<file path="src/hw/rtl/fir_osd_pkg.sv">
`default_nettype none
// ----------------------------------------------------------------------------
// fir_osd_pkg
// Shared widths and types of the direct-form FIR filter with one-sample lag.
// ----------------------------------------------------------------------------
package fir_osd_pkg;

  // Number of coefficient registers; taps beyond the configured count are
  // stored but never enter the sum.
  localparam int unsigned NUM_COEFS = 8;
  localparam int unsigned COEF_IDX_W = 3;

  localparam int unsigned SAMPLE_W  = 16;
  localparam int unsigned COEF_W    = 16;
  localparam int unsigned PROD_W    = 32;
  localparam int unsigned SUM_W     = 40;
  localparam int unsigned CFG_IDX_W = 8;
  localparam int unsigned CFG_DAT_W = 16;

  typedef logic signed [SAMPLE_W-1:0]  sample_t;
  typedef logic signed [COEF_W-1:0]    coef_t;
  typedef logic signed [PROD_W-1:0]    prod_t;
  typedef logic signed [SUM_W-1:0]     sum_t;
  typedef logic        [CFG_IDX_W-1:0] cfg_idx_t;
  typedef logic        [CFG_DAT_W-1:0] cfg_dat_t;

endpackage
`default_nettype wire

</file>
<file path="src/hw/rtl/fir_osd_if.sv">
`default_nettype none
// ----------------------------------------------------------------------------
// fir_osd_if
// Valid/ready channels of the FIR filter: input samples, result sums and
// coefficient register writes.
// ----------------------------------------------------------------------------

// Input sample channel.
interface fir_osd_in_if;
  import fir_osd_pkg::*;
  logic    valid;
  logic    ready;
  sample_t sample_in;

  modport source (output valid, output sample_in, input ready);
  modport sink   (input valid, input sample_in, output ready);
endinterface

// Result channel.
interface fir_osd_out_if;
  import fir_osd_pkg::*;
  logic valid;
  logic ready;
  sum_t sum_out;

  modport source (output valid, output sum_out, input ready);
  modport sink   (input valid, input sum_out, output ready);
endinterface

// Coefficient register write channel.
interface fir_osd_cfg_if;
  import fir_osd_pkg::*;
  logic     valid;
  logic     ready;
  cfg_idx_t index;
  cfg_dat_t data;

  modport source (output valid, output index, output data, input ready);
  modport sink   (input valid, input index, input data, output ready);
endinterface
`default_nettype wire

</file>
<file path="src/hw/rtl/fir_filter_one_sample_delay.sv">
`default_nettype none
// ----------------------------------------------------------------------------
// fir_filter_one_sample_delay
// Direct-form FIR filter whose sum uses the delay line before the new sample
// is shifted in, so the output lags the input by one sample.
// ----------------------------------------------------------------------------
// The filter takes one item at a time and works through it in steps: it
// accepts the sample, issues one read per tap through the single delay-line
// memory read port into the one shared multiply-accumulate, drains the read
// and multiply stages, and loads the result register. The delay line is a
// circular buffer in a small synchronous memory; per-entry valid bits make
// it read as zero after reset. The result register lets a finished sum wait
// for the sink while the next sample is accepted. If the previous sum is
// still waiting when the next one is done, the filter holds in its output
// state until the sink takes it. Coefficient writes are always accepted;
// indexes of eight or more are ignored.
module fir_filter_one_sample_delay
  import fir_osd_pkg::*;
#(
  parameter int unsigned TAPS = 8
) (
  input  wire               clk_i,
  input  wire               rst_ni,
  fir_osd_in_if.sink        sample_i,
  fir_osd_out_if.source     sum_o,
  fir_osd_cfg_if.sink       cfg_i
);

  localparam int unsigned AW = (TAPS > 1) ? $clog2(TAPS) : 1;
  localparam logic [AW-1:0] LAST_TAP = AW'(TAPS - 1);

  localparam logic [1:0] ST_IDLE = 2'd0;
  localparam logic [1:0] ST_RUN  = 2'd1;
  localparam logic [1:0] ST_WAIT = 2'd2;
  localparam logic [1:0] ST_OUT  = 2'd3;

  logic [1:0]    state_q;
  logic [AW-1:0] tap_q;
  logic [AW-1:0] rd_ptr_q;
  logic [AW-1:0] wr_ptr_q;
  coef_t         coef_q [NUM_COEFS];
  sample_t       mem [TAPS];
  logic          mem_vld_q [TAPS];
  sample_t       new_sample_q;

  logic          st1_vld_q, st1_last_q, st1_ok_q;
  sample_t       st1_data_q;
  coef_t         st1_coef_q;
  logic          st2_vld_q, st2_last_q;
  prod_t         st2_prod_q;
  sum_t          acc_q;
  logic          out_vld_q;
  sum_t          out_sum_q;

  logic          in_acc, out_take, issue, load_out;
  sample_t       st1_operand;

  assign in_acc   = sample_i.valid && sample_i.ready;
  assign out_take = out_vld_q && sum_o.ready;
  assign issue    = (state_q == ST_RUN);
  assign load_out = (state_q == ST_OUT) && (!out_vld_q || sum_o.ready);

  assign sample_i.ready = (state_q == ST_IDLE);
  assign sum_o.valid    = out_vld_q;
  assign sum_o.sum_out  = out_sum_q;
  assign cfg_i.ready    = 1'b1;

  // Entries never written since reset count as zero.
  assign st1_operand = st1_ok_q ? st1_data_q : '0;

  // Coefficient registers.
  always_ff @(posedge clk_i or negedge rst_ni) begin
    if (!rst_ni) begin
      for (int i = 0; i < NUM_COEFS; i++) begin
        coef_q[i] <= '0;
      end
    end else if (cfg_i.valid && (cfg_i.index < CFG_IDX_W'(NUM_COEFS))) begin
      coef_q[cfg_i.index[COEF_IDX_W-1:0]] <= cfg_i.data;
    end
  end

  // Sequencer, pointers and pipeline control.
  always_ff @(posedge clk_i or negedge rst_ni) begin
    if (!rst_ni) begin
      state_q    <= ST_IDLE;
      tap_q      <= '0;
      rd_ptr_q   <= '0;
      wr_ptr_q   <= '0;
      st1_vld_q  <= 1'b0;
      st1_last_q <= 1'b0;
      st2_vld_q  <= 1'b0;
      st2_last_q <= 1'b0;
      out_vld_q  <= 1'b0;
      for (int i = 0; i < TAPS; i++) begin
        mem_vld_q[i] <= 1'b0;
      end
    end else begin
      st1_vld_q  <= issue;
      st1_last_q <= issue && (tap_q == LAST_TAP);
      st2_vld_q  <= st1_vld_q;
      st2_last_q <= st1_last_q;

      // A taken sum frees the result register unless a new one loads.
      if (out_take && !load_out) begin
        out_vld_q <= 1'b0;
      end

      case (state_q)
        ST_IDLE: begin
          if (in_acc) begin
            state_q  <= ST_RUN;
            tap_q    <= '0;
            // Most recent stored sample sits just below the write pointer.
            rd_ptr_q <= (wr_ptr_q == '0) ? LAST_TAP : wr_ptr_q - 1'b1;
          end
        end
        ST_RUN: begin
          rd_ptr_q <= (rd_ptr_q == '0) ? LAST_TAP : rd_ptr_q - 1'b1;
          if (tap_q == LAST_TAP) begin
            state_q <= ST_WAIT;
          end else begin
            tap_q <= tap_q + 1'b1;
          end
        end
        ST_WAIT: begin
          if (st2_vld_q && st2_last_q) begin
            state_q <= ST_OUT;
          end
        end
        ST_OUT: begin
          if (load_out) begin
            out_vld_q           <= 1'b1;
            mem_vld_q[wr_ptr_q] <= 1'b1;
            wr_ptr_q            <= (wr_ptr_q == LAST_TAP) ? '0 : wr_ptr_q + 1'b1;
            state_q             <= ST_IDLE;
          end
        end
        default: begin
          state_q <= ST_IDLE;
        end
      endcase
    end
  end

  // Delay-line memory: one registered read per tap, the new sample written
  // over the oldest entry once all reads are done.
  always_ff @(posedge clk_i) begin
    if (load_out) begin
      mem[wr_ptr_q] <= new_sample_q;
    end
    st1_data_q <= mem[rd_ptr_q];
  end

  // Datapath: read stage, multiply stage, accumulate and result register.
  always_ff @(posedge clk_i) begin
    if (in_acc) begin
      new_sample_q <= sample_i.sample_in;
    end
    st1_ok_q   <= mem_vld_q[rd_ptr_q];
    st1_coef_q <= coef_q[COEF_IDX_W'(tap_q)];
    st2_prod_q <= st1_operand * st1_coef_q;
    if (in_acc) begin
      acc_q <= '0;
    end else if (st2_vld_q) begin
      acc_q <= acc_q + SUM_W'(st2_prod_q);
    end
    if (load_out) begin
      out_sum_q <= acc_q;
    end
  end

endmodule
`default_nettype wire
</file>
<file path="src/flat_wrapper.sv">
// flat-port wrapper written by rule: the top's interface ports become plain ports
module fir_filter_one_sample_delay_flat import fir_osd_pkg::*;
#(
  parameter int unsigned TAPS = 8
)
  (clk_i, rst_ni, sample_i_valid, sample_i_sample_in, sample_i_ready, sum_o_valid, sum_o_sum_out, sum_o_ready, cfg_i_valid, cfg_i_index, cfg_i_data, cfg_i_ready);
  fir_osd_in_if sample_i_i ();
  fir_osd_out_if sum_o_i ();
  fir_osd_cfg_if cfg_i_i ();
  input  wire clk_i;
  input  wire rst_ni;
  input wire logic [$bits(sample_i_i.valid)-1:0] sample_i_valid;
  input wire logic [$bits(sample_i_i.sample_in)-1:0] sample_i_sample_in;
  output wire logic [$bits(sample_i_i.ready)-1:0] sample_i_ready;
  output wire logic [$bits(sum_o_i.valid)-1:0] sum_o_valid;
  output wire logic [$bits(sum_o_i.sum_out)-1:0] sum_o_sum_out;
  input wire logic [$bits(sum_o_i.ready)-1:0] sum_o_ready;
  input wire logic [$bits(cfg_i_i.valid)-1:0] cfg_i_valid;
  input wire logic [$bits(cfg_i_i.index)-1:0] cfg_i_index;
  input wire logic [$bits(cfg_i_i.data)-1:0] cfg_i_data;
  output wire logic [$bits(cfg_i_i.ready)-1:0] cfg_i_ready;
  assign sample_i_i.valid = sample_i_valid;
  assign sample_i_i.sample_in = sample_i_sample_in;
  assign sample_i_ready = sample_i_i.ready;
  assign sum_o_valid = sum_o_i.valid;
  assign sum_o_sum_out = sum_o_i.sum_out;
  assign sum_o_i.ready = sum_o_ready;
  assign cfg_i_i.valid = cfg_i_valid;
  assign cfg_i_i.index = cfg_i_index;
  assign cfg_i_i.data = cfg_i_data;
  assign cfg_i_ready = cfg_i_i.ready;
  fir_filter_one_sample_delay #(.TAPS(TAPS)) u_core (.clk_i(clk_i), .rst_ni(rst_ni), .sample_i(sample_i_i), .sum_o(sum_o_i), .cfg_i(cfg_i_i));
endmodule
</file>
<file path="config.mk">
export PLATFORM = sky130hd
export DESIGN_NAME = fir_filter_one_sample_delay_flat
export DESIGN_NICKNAME = d
export VERILOG_FILES = /design/src/hw/rtl/fir_osd_pkg.sv /design/src/hw/rtl/fir_osd_if.sv /design/src/hw/rtl/fir_filter_one_sample_delay.sv /design/src/flat_wrapper.sv
export SDC_FILE = /design/constraint.sdc
export NUM_CORES = 1
export LEC_CHECK = 0
export ABC_AREA = 1
export BUFFER_PORTS_ARGS = -buffer_cell sky130_fd_sc_hd__buf_2
export CORE_MARGIN = 2
export CORE_UTILIZATION = 58
export DETAILED_ROUTE_END_ITERATION = 12
export PLACE_DENSITY = 0.81
export SETUP_SLACK_MARGIN = 0.02
export SYNTH_ARGS = -nofsm -noshare
export SYNTH_HDL_FRONTEND = slang
export SYNTH_SLANG_ARGS = --single-unit
export TNS_END_PERCENT = 100
</file>
<file path="constraint.sdc">
create_clock -name clk_i -period 6.23 [get_ports clk_i]
set_clock_uncertainty 0.2 [all_clocks]
set_input_delay 0.623 -clock clk_i [delete_from_list [all_inputs] [get_ports clk_i]]
set_output_delay 0.623 -clock clk_i [all_outputs]
set_load 0.02 [all_outputs]
</file>
Word-level counts from Yosys, hierarchy flattened
Memory sizes are Yosys's and may differ from the RTL's. A register that Yosys moved wholly into a read port is not among the register bits.
Cells that the tools add are included.
{ "word_totals": {"register_bits": 297, "mem_bits_rw": 128, "in_bits": 45, "output_inout_bits": 43, "wordCells": 110, "mem_count": 1} }
{ "classes": {"add_sub_neg": 5, "mul": 1, "order_cmp": 7, "eq_ne": 10, "mux": 30, "bitwise": 5, "reduce_logical": 20} }
{ "memory_table": {"columns": ["name", "words", "width", "rd", "rd_clocked_by_memory_dff", "write_ports", "line", "rtl"], "rows": [
  ["u_core.mem", 8, 16, 1, 1, 1, "fir_filter_one_sample_delay.sv:42", "sample_t mem [TAPS];"]
]} }
{ "ops": {"columns": ["op", "n"], "rows": [
  ["$bwmux 128", 1],
  ["$mux 16", 4],
  ["$bmux 16 s3", 1],
  ["$demux 16 s3", 1],
  ["$add 40x32->40", 1],
  ["$mul 16x16->32", 1],
  ["$mux 3", 6],
  ["$ge 4x4->1 const B", 4],
  ["$not 3->4", 4],
  ["$pmux 3 s2", 2],
  ["$logic_and 1x1->1", 9],
  ["$lt 4x1->1 const B", 2],
  ["$lt 8x4->1 const B", 1],
  ["$mux 1", 8],
  ["$mux 2", 4],
  ["$or 8x8->8", 1],
  ["$pmux 2 s4", 1],
  ["$add 3x1->3 const B", 2],
  ["$eq 3x3->1 const B", 2],
  ["$logic_not 3->1", 2],
  ["$ne 2x2->1 const B", 3],
  ["$sub 3x1->3 const B", 2],
  ["$eq 2x2->1 const B", 2],
  ["$ne 2x1->1 const B", 2],
  ["10 further kinds", 12]
]} }

Depth between registers and ports, before layout
{ "logic_depth": {"depth_word": 8, "ltp_mapped": 27, "ltp_nobuf": 25} }

Worst setup path after synthesis
Ideal clock, no wire load.
{ "synth_path": {"path_kind": "reg-to-reg", "startpoint": "register u_core.st1_ok_q", "endpoint": "register u_core.st2_prod_q[28]", "t_arrival_ns": 5.629, "setup_slack_ns": 0.284, "path_stages_with_launch": 22, "synth_period_minus_slack_ns": 5.946, "cell_sequence": "dfxtp_1 -> buf_2 -> nand2_1 -> clkbuf_1 -> nor2_1 -> fa_1 -> fa_1 -> inv_1 -> fa_1 -> inv_1 -> fa_1 -> fa_1 -> inv_1 -> fa_1 -> inv_1 -> ha_1 -> a21oi_1 -> o21ai_0 -> a221oi_1 -> o211ai_1 -> nand2_1 -> nand2_1"} }
{ "synth_between": {"elab_chain_cells": 2} }
{ "synth_rtl": {"columns": ["item", "line", "rtl"], "rows": [
  ["from (decl)", "fir_filter_one_sample_delay.sv:46", "logic st1_vld_q, st1_last_q, st1_ok_q;"],
  ["from (signal assigned)", "fir_filter_one_sample_delay.sv:159", "st1_ok_q <= mem_vld_q[rd_ptr_q];"],
  ["$mux 16", "fir_filter_one_sample_delay.sv:69", "assign st1_operand = st1_ok_q ? st1_data_q : '0;"],
  ["$mul 16x16->32", "fir_filter_one_sample_delay.sv:161", "st2_prod_q <= st1_operand * st1_coef_q;"],
  ["to (signal assigned)", "fir_filter_one_sample_delay.sv:161", null],
  ["to (decl)", "fir_filter_one_sample_delay.sv:50", "prod_t st2_prod_q;"]
]} }
No other way between the ends.
A chain may end at the register's enable or synchronous reset.

Final worst setup path
{ "layout_path": {"startpoint": "register u_core.st1_coef_q[14]", "endpoint": "register u_core.st2_prod_q[31]"} }
{ "layout_between": {"elab_chain_cells": 1} }
{ "layout_rtl": {"columns": ["item", "line", "rtl"], "rows": [
  ["from (decl)", "fir_filter_one_sample_delay.sv:48", "coef_t st1_coef_q;"],
  ["from (signal assigned)", "fir_filter_one_sample_delay.sv:160", "st1_coef_q <= coef_q[COEF_IDX_W'(tap_q)];"],
  ["$mul 16x16->32", "fir_filter_one_sample_delay.sv:161", null]
]} }
No other way between the ends.

==> results.sh <==
export IMPL_run_status="finished, final reports clean"
export IMPL_start_util_pct=58.5
export IMPL_grt_use_total_pct=29.2
export IMPL_ys_flop_type="edfxtp_1"
export IMPL_cts_buffers_inserted=45
export IMPL_finalCritPeriodShare_pct=97.0
export IMPL_maxCapViolCount=0
export IMPL_syn_num_nets=3790
export IMPL_hp_class="input pin to register"
export IMPL_drc_errors=0
export IMPL_hold_path_cell_count=4
export IMPL_layout_common_cells="nand2_1, nor2_1, inv_1, o21ai_0, fa_1"
export IMPL_synthToLayoutAreaGrowth_pct=11.7
export IMPL_first_pass_iters=5
export IMPL_required_ns=6.47
export IMPL_slew_violations=0
export IMPL_ys_warn_count=0
export IMPL_hold_slack_ns=0.122
export IMPL_wl_um=75600
export IMPL_grt_pass1_wl_um=120000
export IMPL_dieArea_um2=52100
export IMPL_die_h_um=228
export IMPL_r2r_cells=20
export IMPL_cp_end_kind="register"
export IMPL_root_buffer="clkbuf_16"
export IMPL_synth_ff_latch_count=441
export IMPL_dp_hpwl_um=56500
export IMPL_wl_per_cell_um=18.0
export IMPL_worst_pin_slew_ns=1.25
export IMPL_cp_max_fo=11
export IMPL_cts_tree="built"
export IMPL_syn_area_um2=29200
export IMPL_hold_end="u_core.sum_o.valid"
export IMPL_regToRegStartpoint="u_core.st1_coef_q[14]"
export IMPL_cts_sinks=441
export IMPL_synth_edf_count=184
export IMPL_insertedDiodeCount=0
export IMPL_post_route_util_pct=65.3
export IMPL_pin_count=88
export IMPL_final_common_cell="nand2_1"
export IMPL_ant_nets=0
export IMPL_via_count=22900
export IMPL_antenna_found_initial=0
export IMPL_rsz0062_at_grt="yes"
export IMPL_syn_avg_cell_area_um2=8.71
export IMPL_synthCells=3348
export IMPL_die_w_um=228
export IMPL_fp_row_count=82
export IMPL_htreeDepth=2
export IMPL_worstSetupStartpointType="register"
export IMPL_viasPerCell=5.44
export IMPL_grt_pass1_vias=22800
export IMPL_drive_above_1_share_pct=8.93
export IMPL_fin_nets=3934
export IMPL_critPathArrivalTime_ns=6.28
export IMPL_synthArstFlopShare_pct=34.5
export IMPL_core_um2=49900
export IMPL_final_min_clock_period_ns=6.04
export IMPL_worstSkewPairLatency_ns=0.60
export IMPL_critPathKind="register to register"
export IMPL_grt_max_degree=87
export IMPL_routabilityCongestion=1.01
export IMPL_hold_viol=0
export IMPL_clockBufferDepth=3
export IMPL_synth_distinct_cells=49
export IMPL_hp_start="sum_o_ready"
export IMPL_clk_pin_slew_ns=0.06
export IMPL_finalSetupViolations=0
export IMPL_fmax_mhz=165
export IMPL_portBuffers=86
export IMPL_drtIter0Drc=2088
export IMPL_seq_area_frac_synth_pct=39.2
export IMPL_timing_rr_end="u_core.st2_prod_q[31]"
export IMPL_grt_overflow=0
export IMPL_reg2reg_setup_slack_ns=0.19
export IMPL_relSlewSlack_pct=16.6
[per-layer routing]
metal	up-vias	global-route usage, %	wire (um)
met5	-	0	0
met4	0	11.8	3200
met3	190	3.57	4950
met2	854	50.0	36700
met1	11000	38.0	30700
li1	10800	-	-
[per-stage QoR]
step | setup TNS, ns | cells | area, um^2 | setup WS (ns)
2_1_floorplan | 0 | 3348 | 29200 | 0.284
3_3_place_gp | 0 | 4092 | 30700 | 0.151
3_5_place_dp | 0 | 4092 | 30700 | 0.0527
4_1_cts | 0 | 4193 | 32300 | 0.0538
5_1_grt | -0.0626 | 4201 | 32600 | -0.0626
6_report | 0 | 4201 | 32600 | 0.186
[cells in the mapped netlist (2+ instances only)]
cell,n,area (um^2)
o311ai_0,2,17.5
edfxtp_1,184,5530
nand2_2,5,31.3
nand3b_1,4,30.0
a21oi_1,78,390
a21o_1,4,30.0
o22ai_1,33,206
o21ai_0,323,1620
nor3_1,7,35.0
clkbuf_1,85,319
o21bai_1,10,75.1
fa_1,263,5270
dfxtp_1,105,2100
ha_1,134,1680
a21oi_2,2,17.5
buf_2,17,85.1
buf_4,4,30.0
nand4_1,22,138
o221ai_1,3,26.3
buf_1,2,7.51
nand3_1,57,285
o211ai_1,4,30.0
or2_2,6,37.5
o21ai_1,14,70.1
a21boi_2,2,22.5
nor4_1,2,12.5
dfrtp_1,152,3800
clkinv_1,6,22.5
xnor2_1,17,149
inv_1,559,2100
nor2_1,566,2120
a31oi_1,37,231
a211oi_1,2,15.0
nand2_1,589,2210
o21ai_2,4,35.0
xor2_1,30,263
and2_1,2,12.5
[area by class of cell]
cell class,instances,area (um^2)
Sequential cell,441,11400
Clock buffer,66,1320
Multi-Input combinational cell,2233,15200
Timing Repair inverter,1,7.51
Timing Repair Buffer,205,1400
Tap cell,672,841
Fill cell,4054,17300
Inverter,565,2140
Clock inverter,18,166
[worst max-delay path: stages, from the launching register on]
cell and delay (ns):
dfxtp_1 0.40, inv_1 0.41, nor2_1 0.14, fa_1 0.52, inv_1 0.05, fa_1 0.53
inv_1 0.07, fa_1 0.52, fa_1 0.52, fa_1 0.54, inv_1 0.05, fa_1 0.53
inv_1 0.04, ha_1 0.37, a21oi_1 0.26, o21a_1 0.18, nor2_1 0.04, nor3_1 0.18
o21ai_0 0.11, nor2_1 0.13, xnor2_1 0.09
[state kept, by name, summed over array words and instances, names as in the netlist]
name	cells
u_core.tap_q	3
u_core.st1_data_q	16
u_core.new_sample_q	16
u_core.st1_ok_q	1
u_core.state_q	2
u_core.st2_last_q	1
u_core.mem	128
u_core.mem_vld_q	8
u_core.acc_q	40
u_core.st2_vld_q	1
u_core.rd_ptr_q	3
u_core.coef_q	128
u_core.st1_coef_q	16
u_core.sum_o.sum_out	40
u_core.st1_vld_q	1
u_core.sum_o.valid	1
u_core.st2_prod_q	32
u_core.st1_last_q	1
u_core.wr_ptr_q	3
[worst max-delay path by stage]
stage	cells after the start	from	end
after floorplan	21	u_core.st1_ok_q	u_core.st2_prod_q[28]
after global placement	26	u_core.st1_ok_q	u_core.st2_prod_q[24]
after detailed placement	26	u_core.st1_ok_q	u_core.st2_prod_q[24]
after CTS	21	u_core.st1_ok_q	u_core.st2_prod_q[24]
after global routing	24	u_core.st1_ok_q	u_core.st2_prod_q[31]
final	20	u_core.st1_coef_q[14]	u_core.st2_prod_q[31]
[cell families after synthesis]
family,Yosys count,synth area share [%]
AND/OR/NAND/NOR,1264,17.0
buffers and inverters,674,8.84
AO/OA/AOI/OAI,524,9.72
flip-flops,441,39.2
adder cells (fa/ha/maj),397,23.8
XOR/XNOR,47,1.41
other,1,0.0129
[repair_timing]
action	CTS	global route
endpoints found under the setup margin	1	13
pin swaps	0	7
hold buffers	17	0
setup buffers	0	6
hold endpoints to repair	101	0
resized for setup	1	41
gates cloned	0	2
Power is left out: the tool's default activity adds up to more than one toggle a clock period on the data nets, which glitch-free logic cannot reach.
